### src/hw/rtl/bsc_pkg.sv
package bsc_pkg;

  localparam int NUM_PROCS   = 5;
  localparam int COUNT_BITS  = 8;
  localparam int NUM_RES     = 3;
  localparam int AVAIL_BITS  = 11;
  localparam int ADDR_BITS   = (NUM_PROCS > 1) ? $clog2(NUM_PROCS) : 1;
  localparam int SUM_BITS    = ((AVAIL_BITS > COUNT_BITS) ? AVAIL_BITS : COUNT_BITS) + 1;
  localparam logic [AVAIL_BITS-1:0] AVAIL_MAX = {AVAIL_BITS{1'b1}};

  typedef logic [COUNT_BITS-1:0] count_t;
  typedef logic [AVAIL_BITS-1:0] avail_t;
  typedef logic [ADDR_BITS-1:0]  addr_t;

  typedef enum logic [1:0] {
    OP_LOAD_AVAIL = 2'd0,
    OP_LOAD_ROW   = 2'd1,
    OP_RUN        = 2'd2
  } op_t;

  typedef enum logic [1:0] {
    S_IDLE,
    S_READ,
    S_EVAL
  } state_t;

  typedef struct packed {
    logic [1:0] operation;
    logic [2:0] proc_index;
    logic [7:0] avail_0;
    logic [7:0] avail_1;
    logic [7:0] avail_2;
    logic [7:0] alloc_0;
    logic [7:0] alloc_1;
    logic [7:0] alloc_2;
    logic [7:0] max_0;
    logic [7:0] max_1;
    logic [7:0] max_2;
  } cmd_t;

  typedef struct packed {
    logic [2:0] picked_proc;
    logic       is_verdict;
    logic       system_safe;
  } result_t;

  typedef struct packed {
    count_t [NUM_RES-1:0] alloc;
    count_t [NUM_RES-1:0] claim;
  } row_t;

  typedef struct packed {
    logic load_avail;
    logic grant;
  } dp_ctrl_t;

  function automatic count_t count_of(logic [7:0] v);
    return count_t'(v);
  endfunction

endpackage

### src/hw/rtl/banker_safety_check_top.sv
// Load transactions (available vector, process row) leave busy low.
// A run checks one row at a time in two steps: RAM read, then evaluate.
// Each result is strobed in the cycle after its row evaluation; the receiver cannot stall.
// Synchronous reset clears the available vector, finished marks and control;
// process rows are undefined until loaded.
module banker_safety_check_top (
  input  logic             clk,
  input  logic             rst,
  input  logic             start,
  output logic             busy,
  input  bsc_pkg::cmd_t    cmd,
  output logic             result_valid,
  output bsc_pkg::result_t result
);

  logic              row_we;
  bsc_pkg::addr_t    row_waddr;
  bsc_pkg::row_t     row_wdata;
  bsc_pkg::row_t     row_rdata;
  logic [$bits(bsc_pkg::row_t)-1:0] row_rbits;
  bsc_pkg::addr_t    rd_addr;
  bsc_pkg::dp_ctrl_t ctrl;
  logic              fits;

  assign row_we = start && !busy && (cmd.operation == bsc_pkg::OP_LOAD_ROW) &&
                  (32'(cmd.proc_index) < 32'(bsc_pkg::NUM_PROCS));
  assign row_waddr = bsc_pkg::ADDR_BITS'(cmd.proc_index);

  assign row_wdata.alloc[0] = bsc_pkg::count_of(cmd.alloc_0);
  assign row_wdata.alloc[1] = bsc_pkg::count_of(cmd.alloc_1);
  assign row_wdata.alloc[2] = bsc_pkg::count_of(cmd.alloc_2);
  assign row_wdata.claim[0] = bsc_pkg::count_of(cmd.max_0);
  assign row_wdata.claim[1] = bsc_pkg::count_of(cmd.max_1);
  assign row_wdata.claim[2] = bsc_pkg::count_of(cmd.max_2);

  assign row_rdata = bsc_pkg::row_t'(row_rbits);

  bsc_row_ram #(
    .WIDTH($bits(bsc_pkg::row_t)),
    .DEPTH(bsc_pkg::NUM_PROCS)
  ) u_row_ram (
    .clk  (clk),
    .we   (row_we),
    .waddr(row_waddr),
    .wdata(row_wdata),
    .raddr(rd_addr),
    .rdata(row_rbits)
  );

  bsc_datapath u_datapath (
    .clk (clk),
    .rst (rst),
    .ctrl(ctrl),
    .cmd (cmd),
    .row (row_rdata),
    .fits(fits)
  );

  bsc_ctrl u_ctrl (
    .clk         (clk),
    .rst         (rst),
    .start       (start),
    .cmd_op      (cmd.operation),
    .fits        (fits),
    .busy        (busy),
    .rd_addr     (rd_addr),
    .ctrl        (ctrl),
    .result_valid(result_valid),
    .result      (result)
  );

endmodule

### src/hw/rtl/bsc_row_ram.sv
module bsc_row_ram #(
  parameter int WIDTH = 8,
  parameter int DEPTH = 4,
  localparam int AW = (DEPTH > 1) ? $clog2(DEPTH) : 1
) (
  input  logic             clk,
  input  logic             we,
  input  logic [AW-1:0]    waddr,
  input  logic [WIDTH-1:0] wdata,
  input  logic [AW-1:0]    raddr,
  output logic [WIDTH-1:0] rdata
);

  logic [WIDTH-1:0] mem [DEPTH];

  always_ff @(posedge clk) begin
    if (we) begin
      mem[waddr] <= wdata;
    end
  end

  always_ff @(posedge clk) begin
    rdata <= mem[raddr];
  end

endmodule

### src/hw/rtl/bsc_datapath.sv
module bsc_datapath (
  input  logic              clk,
  input  logic              rst,
  input  bsc_pkg::dp_ctrl_t ctrl,
  input  bsc_pkg::cmd_t     cmd,
  input  bsc_pkg::row_t     row,
  output logic              fits
);

  bsc_pkg::avail_t [bsc_pkg::NUM_RES-1:0] avail;
  bsc_pkg::avail_t [bsc_pkg::NUM_RES-1:0] avail_next;
  bsc_pkg::avail_t [bsc_pkg::NUM_RES-1:0] avail_load;
  logic [bsc_pkg::NUM_RES-1:0][bsc_pkg::SUM_BITS-1:0] sum;
  logic [bsc_pkg::NUM_RES-1:0] res_ok;

  assign avail_load[0] = bsc_pkg::AVAIL_BITS'(bsc_pkg::count_of(cmd.avail_0));
  assign avail_load[1] = bsc_pkg::AVAIL_BITS'(bsc_pkg::count_of(cmd.avail_1));
  assign avail_load[2] = bsc_pkg::AVAIL_BITS'(bsc_pkg::count_of(cmd.avail_2));

  always_comb begin
    for (int r = 0; r < bsc_pkg::NUM_RES; r++) begin
      sum[r] = bsc_pkg::SUM_BITS'(avail[r]) + bsc_pkg::SUM_BITS'(row.alloc[r]);
      res_ok[r] = sum[r] >= bsc_pkg::SUM_BITS'(row.claim[r]);
    end
  end

  assign fits = &res_ok;

  always_comb begin
    avail_next = avail;
    if (ctrl.load_avail) begin
      avail_next = avail_load;
    end else if (ctrl.grant) begin
      for (int r = 0; r < bsc_pkg::NUM_RES; r++) begin
        avail_next[r] = (sum[r] > bsc_pkg::SUM_BITS'(bsc_pkg::AVAIL_MAX)) ?
                        bsc_pkg::AVAIL_MAX : bsc_pkg::AVAIL_BITS'(sum[r]);
      end
    end
  end

  always_ff @(posedge clk) begin
    if (rst) begin
      avail <= '0;
    end else begin
      avail <= avail_next;
    end
  end

endmodule

### src/hw/rtl/bsc_ctrl.sv
module bsc_ctrl (
  input  logic              clk,
  input  logic              rst,
  input  logic              start,
  input  logic [1:0]        cmd_op,
  input  logic              fits,
  output logic              busy,
  output bsc_pkg::addr_t    rd_addr,
  output bsc_pkg::dp_ctrl_t ctrl,
  output logic              result_valid,
  output bsc_pkg::result_t  result
);

  localparam bsc_pkg::addr_t LAST_PROC = bsc_pkg::ADDR_BITS'(bsc_pkg::NUM_PROCS - 1);

  bsc_pkg::state_t state, state_next;
  bsc_pkg::addr_t  scan, scan_next;
  logic [bsc_pkg::NUM_PROCS-1:0] finished, finished_next;
  logic             result_valid_next;
  bsc_pkg::result_t result_next;
  logic             run_req;
  logic             fit;
  logic             at_last;

  assign run_req = start && (cmd_op == bsc_pkg::OP_RUN);
  assign fit     = !finished[scan] && fits;
  assign at_last = (scan == LAST_PROC);

  always_comb begin
    state_next = state;
    unique case (state)
      bsc_pkg::S_IDLE: begin
        if (run_req) begin
          state_next = bsc_pkg::S_READ;
        end
      end
      bsc_pkg::S_READ: begin
        state_next = bsc_pkg::S_EVAL;
      end
      bsc_pkg::S_EVAL: begin
        if (fit) begin
          state_next = bsc_pkg::S_READ;
        end else if (at_last) begin
          state_next = bsc_pkg::S_IDLE;
        end else begin
          state_next = bsc_pkg::S_READ;
        end
      end
      default: begin
        state_next = bsc_pkg::S_IDLE;
      end
    endcase
  end

  always_comb begin
    busy            = (state != bsc_pkg::S_IDLE);
    rd_addr         = scan;
    ctrl.load_avail = (state == bsc_pkg::S_IDLE) && start &&
                      (cmd_op == bsc_pkg::OP_LOAD_AVAIL);
    ctrl.grant      = (state == bsc_pkg::S_EVAL) && fit;
  end

  always_comb begin
    scan_next         = scan;
    finished_next     = finished;
    result_valid_next = 1'b0;
    result_next       = result;
    unique case (state)
      bsc_pkg::S_IDLE: begin
        if (run_req) begin
          scan_next     = '0;
          finished_next = '0;
        end
      end
      bsc_pkg::S_READ: begin
      end
      bsc_pkg::S_EVAL: begin
        if (fit) begin
          finished_next[scan]     = 1'b1;
          scan_next               = '0;
          result_valid_next       = 1'b1;
          result_next.picked_proc = 3'(scan);
          result_next.is_verdict  = 1'b0;
          result_next.system_safe = 1'b0;
        end else if (at_last) begin
          result_valid_next       = 1'b1;
          result_next.picked_proc = '0;
          result_next.is_verdict  = 1'b1;
          result_next.system_safe = &finished;
        end else begin
          scan_next = scan + bsc_pkg::addr_t'(1);
        end
      end
      default: begin
      end
    endcase
  end

  always_ff @(posedge clk) begin
    if (rst) begin
      state        <= bsc_pkg::S_IDLE;
      scan         <= '0;
      finished     <= '0;
      result_valid <= 1'b0;
    end else begin
      state        <= state_next;
      scan         <= scan_next;
      finished     <= finished_next;
      result_valid <= result_valid_next;
    end
  end

  always_ff @(posedge clk) begin
    result <= result_next;
  end

  a_result_after_eval: assert property (@(posedge clk) disable iff (rst)
    result_valid |-> $past(state == bsc_pkg::S_EVAL))
    else $error("result without an evaluation");

  a_verdict_ends_run: assert property (@(posedge clk) disable iff (rst)
    result_valid && result.is_verdict |-> state == bsc_pkg::S_IDLE)
    else $error("verdict while run still active");

  a_grant_rescans: assert property (@(posedge clk) disable iff (rst)
    result_valid && !result.is_verdict |-> state == bsc_pkg::S_READ && scan == '0)
    else $error("grant did not restart the scan");

  a_scan_in_range: assert property (@(posedge clk) disable iff (rst)
    state != bsc_pkg::S_IDLE |-> scan <= LAST_PROC)
    else $error("scan beyond last process");

endmodule
### config.mk
export PLATFORM = sky130hd
export DESIGN_NAME = banker_safety_check_top
export DESIGN_NICKNAME = d
export VERILOG_FILES = /design/src/hw/rtl/bsc_pkg.sv /design/src/hw/rtl/banker_safety_check_top.sv /design/src/hw/rtl/bsc_row_ram.sv /design/src/hw/rtl/bsc_datapath.sv /design/src/hw/rtl/bsc_ctrl.sv
export SDC_FILE = /design/constraint.sdc
export NUM_CORES = 1
export LEC_CHECK = 0
export BUFFER_PORTS_ARGS = -buffer_cell sky130_fd_sc_hd__clkbuf_2
export CAP_MARGIN = 20
export CORE_ASPECT_RATIO = 0.5
export CORE_MARGIN = 1
export CORE_UTILIZATION = 40
export CTS_CLUSTER_DIAMETER = 40
export DETAILED_ROUTE_END_ITERATION = 12
export REMOVE_ABC_BUFFERS = 1
export SYNTH_ARGS = -nofsm -noshare
export SYNTH_HDL_FRONTEND = slang
export SYNTH_SLANG_ARGS = --single-unit
### constraint.sdc
create_clock -name clk -period 14.6 [get_ports clk]
set_input_delay 0.73 -clock clk [delete_from_list [all_inputs] [get_ports clk]]
set_output_delay 0.73 -clock clk [all_outputs]
set_load 0.005 [all_outputs]
==> results.py <==
metrics = {
    "sta": {
        "finalSetupTns_ns": 0,
        "relSlewSlack_pct": 37.2,
        "fmax_mhz": 232,
        "fin_skew_ns": 0.0135,
        "period_share_pct": 29.5,
        "rsz0062_at_grt": "no",
        "worstMarginPinSlew_ns": 0.939,
        "setup_viol": 0,
        "hold_violations": 0,
        "min_period_ns": 4.31,
        "whs_ns": 0.446,
        "slew_viol_final": 0,
    },
    "clocking": {
        "cts_made_buffers": 37,
        "clock-sinks": 337,
        "clk_latency_ns": 0.52,
        "cts_root_buf": "clkbuf_16",
        "cts_tree": "done",
        "cts.clk_slew.worst_paths_ns": 0.06,
        "ctsHoldBuffers": 0,
        "cts_buffer_depth": 3,
        "post_cts_resized": 0,
        "post_cts_buffers": 0,
        "htree_levels": 2,
    },
    "final_layout": {
        "stdcell_area_sq_um": 15900,
        "fill_cells": 2906,
        "drive_gt1_share_pct": 17.2,
        "register_area_sq_um": 9210,
        "final_cell_mix": "edfxtp_1 (245), nor2_1 (116), dfxtp_1 (90), clkbuf_2 (86), a21oi_1 (80)",
        "final_common_cell": "edfxtp_1",
        "syn_to_final_growth_pct": 15.8,
        "finalNonFillerCells": 1580,
        "multi_input_area_sq_um": 4280,
        "layout.nets": 1245,
    },
    "placed_design": {
        "dp_cells": 1514,
        "routabilityCongestion": 0.858,
        "portBuffers": 86,
        "postPlaceCellArea_sq_um": 14700,
        "hpwl_microns": 18800,
    },
    "logic_synthesis": {
        "synth_top_area_share_pct": 53.4,
        "avgSynthCellArea_sq_um": 13.5,
        "synth-edff-count": 245,
        "synth_top_flop_cell": "edfxtp_1",
        "yosys_warnings": 0,
        "synth.top_cells.by_area": "edfxtp_1 (53%), dfxtp_1 (13%), ha_1 (4.5%), mux2i_1 (3.6%), nor2_1 (3.2%)",
        "yosys.area.top_type": "edfxtp_1",
        "syn_area_sq_um": 13800,
        "async_flop_share_pct": 0,
        "syn_inst": 1017,
        "synth_cell_types": 75,
        "synth_seq_cells": 337,
        "yosysSeqAreaShare_pct": 66.8,
    },
    "pwr": {
        "combPwrFrac_pct": 5.5,
        "total_power_mw": 2.10,
        "irDropWorstVdd_mv": 0.0630,
        "p_leak_nw": 5.64,
        "switching_share_pct": 21.8,
        "p_switching_uw": 457,
        "cell_internal_pwr_mw": 1.64,
        "p_clk_share_pct": 44.7,
        "power.share.sequential_pct": 49.8,
        "power-per-cell-area_nw_per_um2": 131,
    },
    "route": {
        "vias_per_cell": 5.40,
        "ant_nets": 0,
        "vias": 8530,
        "dr.pass1.iters": 5,
        "wl_per_cell_microns": 19.9,
        "drt_iter0_markers": 571,
        "drt_wl_total_microns": 31500,
        "drc_errors": 0,
    },
    "setup_path": {
        "crit_top_cell": "ha_1",
        "max_stage_delay_ns": 0.65,
        "timing.critical_path.cells": "ha_1 > fa_1 > a31oi_1 > o21ai_0 > xor2_1 > ha_1 > nand4_1 > o31ai_1 > o31a_1 > o31ai_2 > nor3_4 > inv_4 > o21ai_4 > o221a_1",
        "arrival_ns": 4.75,
        "crit_path_end_kind": "register",
        "reg2reg_slack_ns": 10.29,
        "crit_fanout": 22,
        "cp_slowest_cell": "o21ai_4",
        "setup.worst_path.start_class": "register",
        "critical_path_required_ns": 15.04,
        "worst-setup-path-type": "reg -> reg",
    },
    "global_route": {
        "track_usage_pct": 18.0,
        "grt_pass1_wl_microns": 48600,
        "antenna_found_initial": 0,
        "grt_max_degree": 72,
        "gr-total-overflow": 0,
        "grt_pass1_vias": 8581,
    },
    "floorplan": {
        "die_area_sq_um": 35200,
        "ios": 87,
        "rows": 47,
        "core-area_sq_um": 33500,
        "dieHeight_microns": 133,
        "initial_core_util_pct": 41.1,
        "fp.dieW_microns": 264,
    },
    "job": {
        "drv_cap": 0,
    },
    "run_status": {
        "status": "finished, final reports clean",
    },
    "hold_path": {
        "min_path_type": "in -> reg",
    },
}
-- synth_stat cells, types with 4 or more instances --
cell type,number
o221a_2,4
ha_1,50
nand2_1,15
nor4_1,4
dfxtp_1,92
clkbuf_1,33
nor3_1,11
a21o_1,9
nor2b_1,5
nand3b_1,4
a211oi_2,4
mux2i_1,50
a21oi_1,80
a22oi_1,47
xor2_1,6
o211ai_1,8
inv_1,35
buf_6,4
nand4_1,5
nor2_1,119
edfxtp_1,245
xnor2_1,12
o221a_1,18
buf_1,5
nand2b_1,9
o21ai_0,58
nand3_1,7
and3_1,5
-- metrics by stage --
| stage | util (%) | worst slack [ns] |
|---|---|---|
| final | 47.7 | 10.29 |
| after floorplan | - | 8.08 |
| after global routing | 47.7 | 10.06 |
| after global placement | 44.0 | 10.49 |
| after detailed placement | 44.0 | 10.38 |
| after CTS | 47.7 | 10.37 |
-- power groups by stage --
| stage | Clock, mW | Sequential [mW] | Combinational [mW] |
|---|---|---|---|
| floorplan | 0 | 1.06 | 0.0706 |
| global placement | 0 | 1.06 | 0.112 |
| detailed placement | 0 | 1.06 | 0.115 |
| CTS | 0.957 | 1.04 | 0.116 |
| global route | 0.996 | 1.04 | 0.130 |
| finish | 0.936 | 1.04 | 0.116 |
-- area by class of cell --
cell class / count / share of cell area, %
multi-input cells: 599 / 26.9
flip-flops and latches: 337 / 57.7
clock inverters: 20 / 1.58
clock buffers: 45 / 6.12
inverters: 37 / 0.887
repair buffers: 100 / 3.36
diodes: 1 / 0.0157
well taps: 441 / 3.46
-- sequential cells by signal (all words and copies together) (netlist names) --
name,cells
u_ctrl.finished,5
u_ctrl.result,5
u_ctrl.rd_addr,3
u_ctrl.result_valid,1
u_ctrl.state,2
u_row_ram.mem,240
u_row_ram.rdata,48
u_datapath.avail,33
-- per-layer routing --
metal  global-route usage [%]  share of wire (%)  vias to the layer above
met5                        0                  0                        -
met4                     6.07                2.5                        0
met3                     3.27                4.3                       55
met2                     28.8                 46                      180
met1                     24.9                 48                     4209
li1                         -                  -                     4086
-- kinds of logic after synthesis --
family                   share of synthesized area [%]
flip-flops                                        66.8
adder cells (fa/ha/maj)                           4.98
AO/OA/AOI/OAI                                     13.6
XOR/XNOR                                          1.15
multiplexers                                      3.88
AND/OR/NAND/NOR                                   7.11
buffers and inverters                             2.48
-- worst paths after layout --
| check | startpoint | endpoint | cells after the start |
|---|---|---|---|
| setup / recovery | u_datapath.avail[0] | u_datapath.avail[14] | 14 |
| hold / removal | cmd[32] | u_row_ram.mem[0][32] | 1 |
| setup reg to reg | u_datapath.avail[0] | u_datapath.avail[14] | 14 |
| hold reg to reg | u_ctrl.state[1] | u_ctrl.state[1] | 1 |
-- worst max-delay path, delay by kind of cell (launching register included) --
family	cells	cell delay (ns)
AO/OA/AOI/OAI	7	2.30
XOR/XNOR	1	0.18
buffers and inverters	1	0.11
adder cells (fa/ha/maj)	3	0.94
AND/OR/NAND/NOR	2	0.37
flip-flops	1	0.32
(Power assumes the default switching activity.)
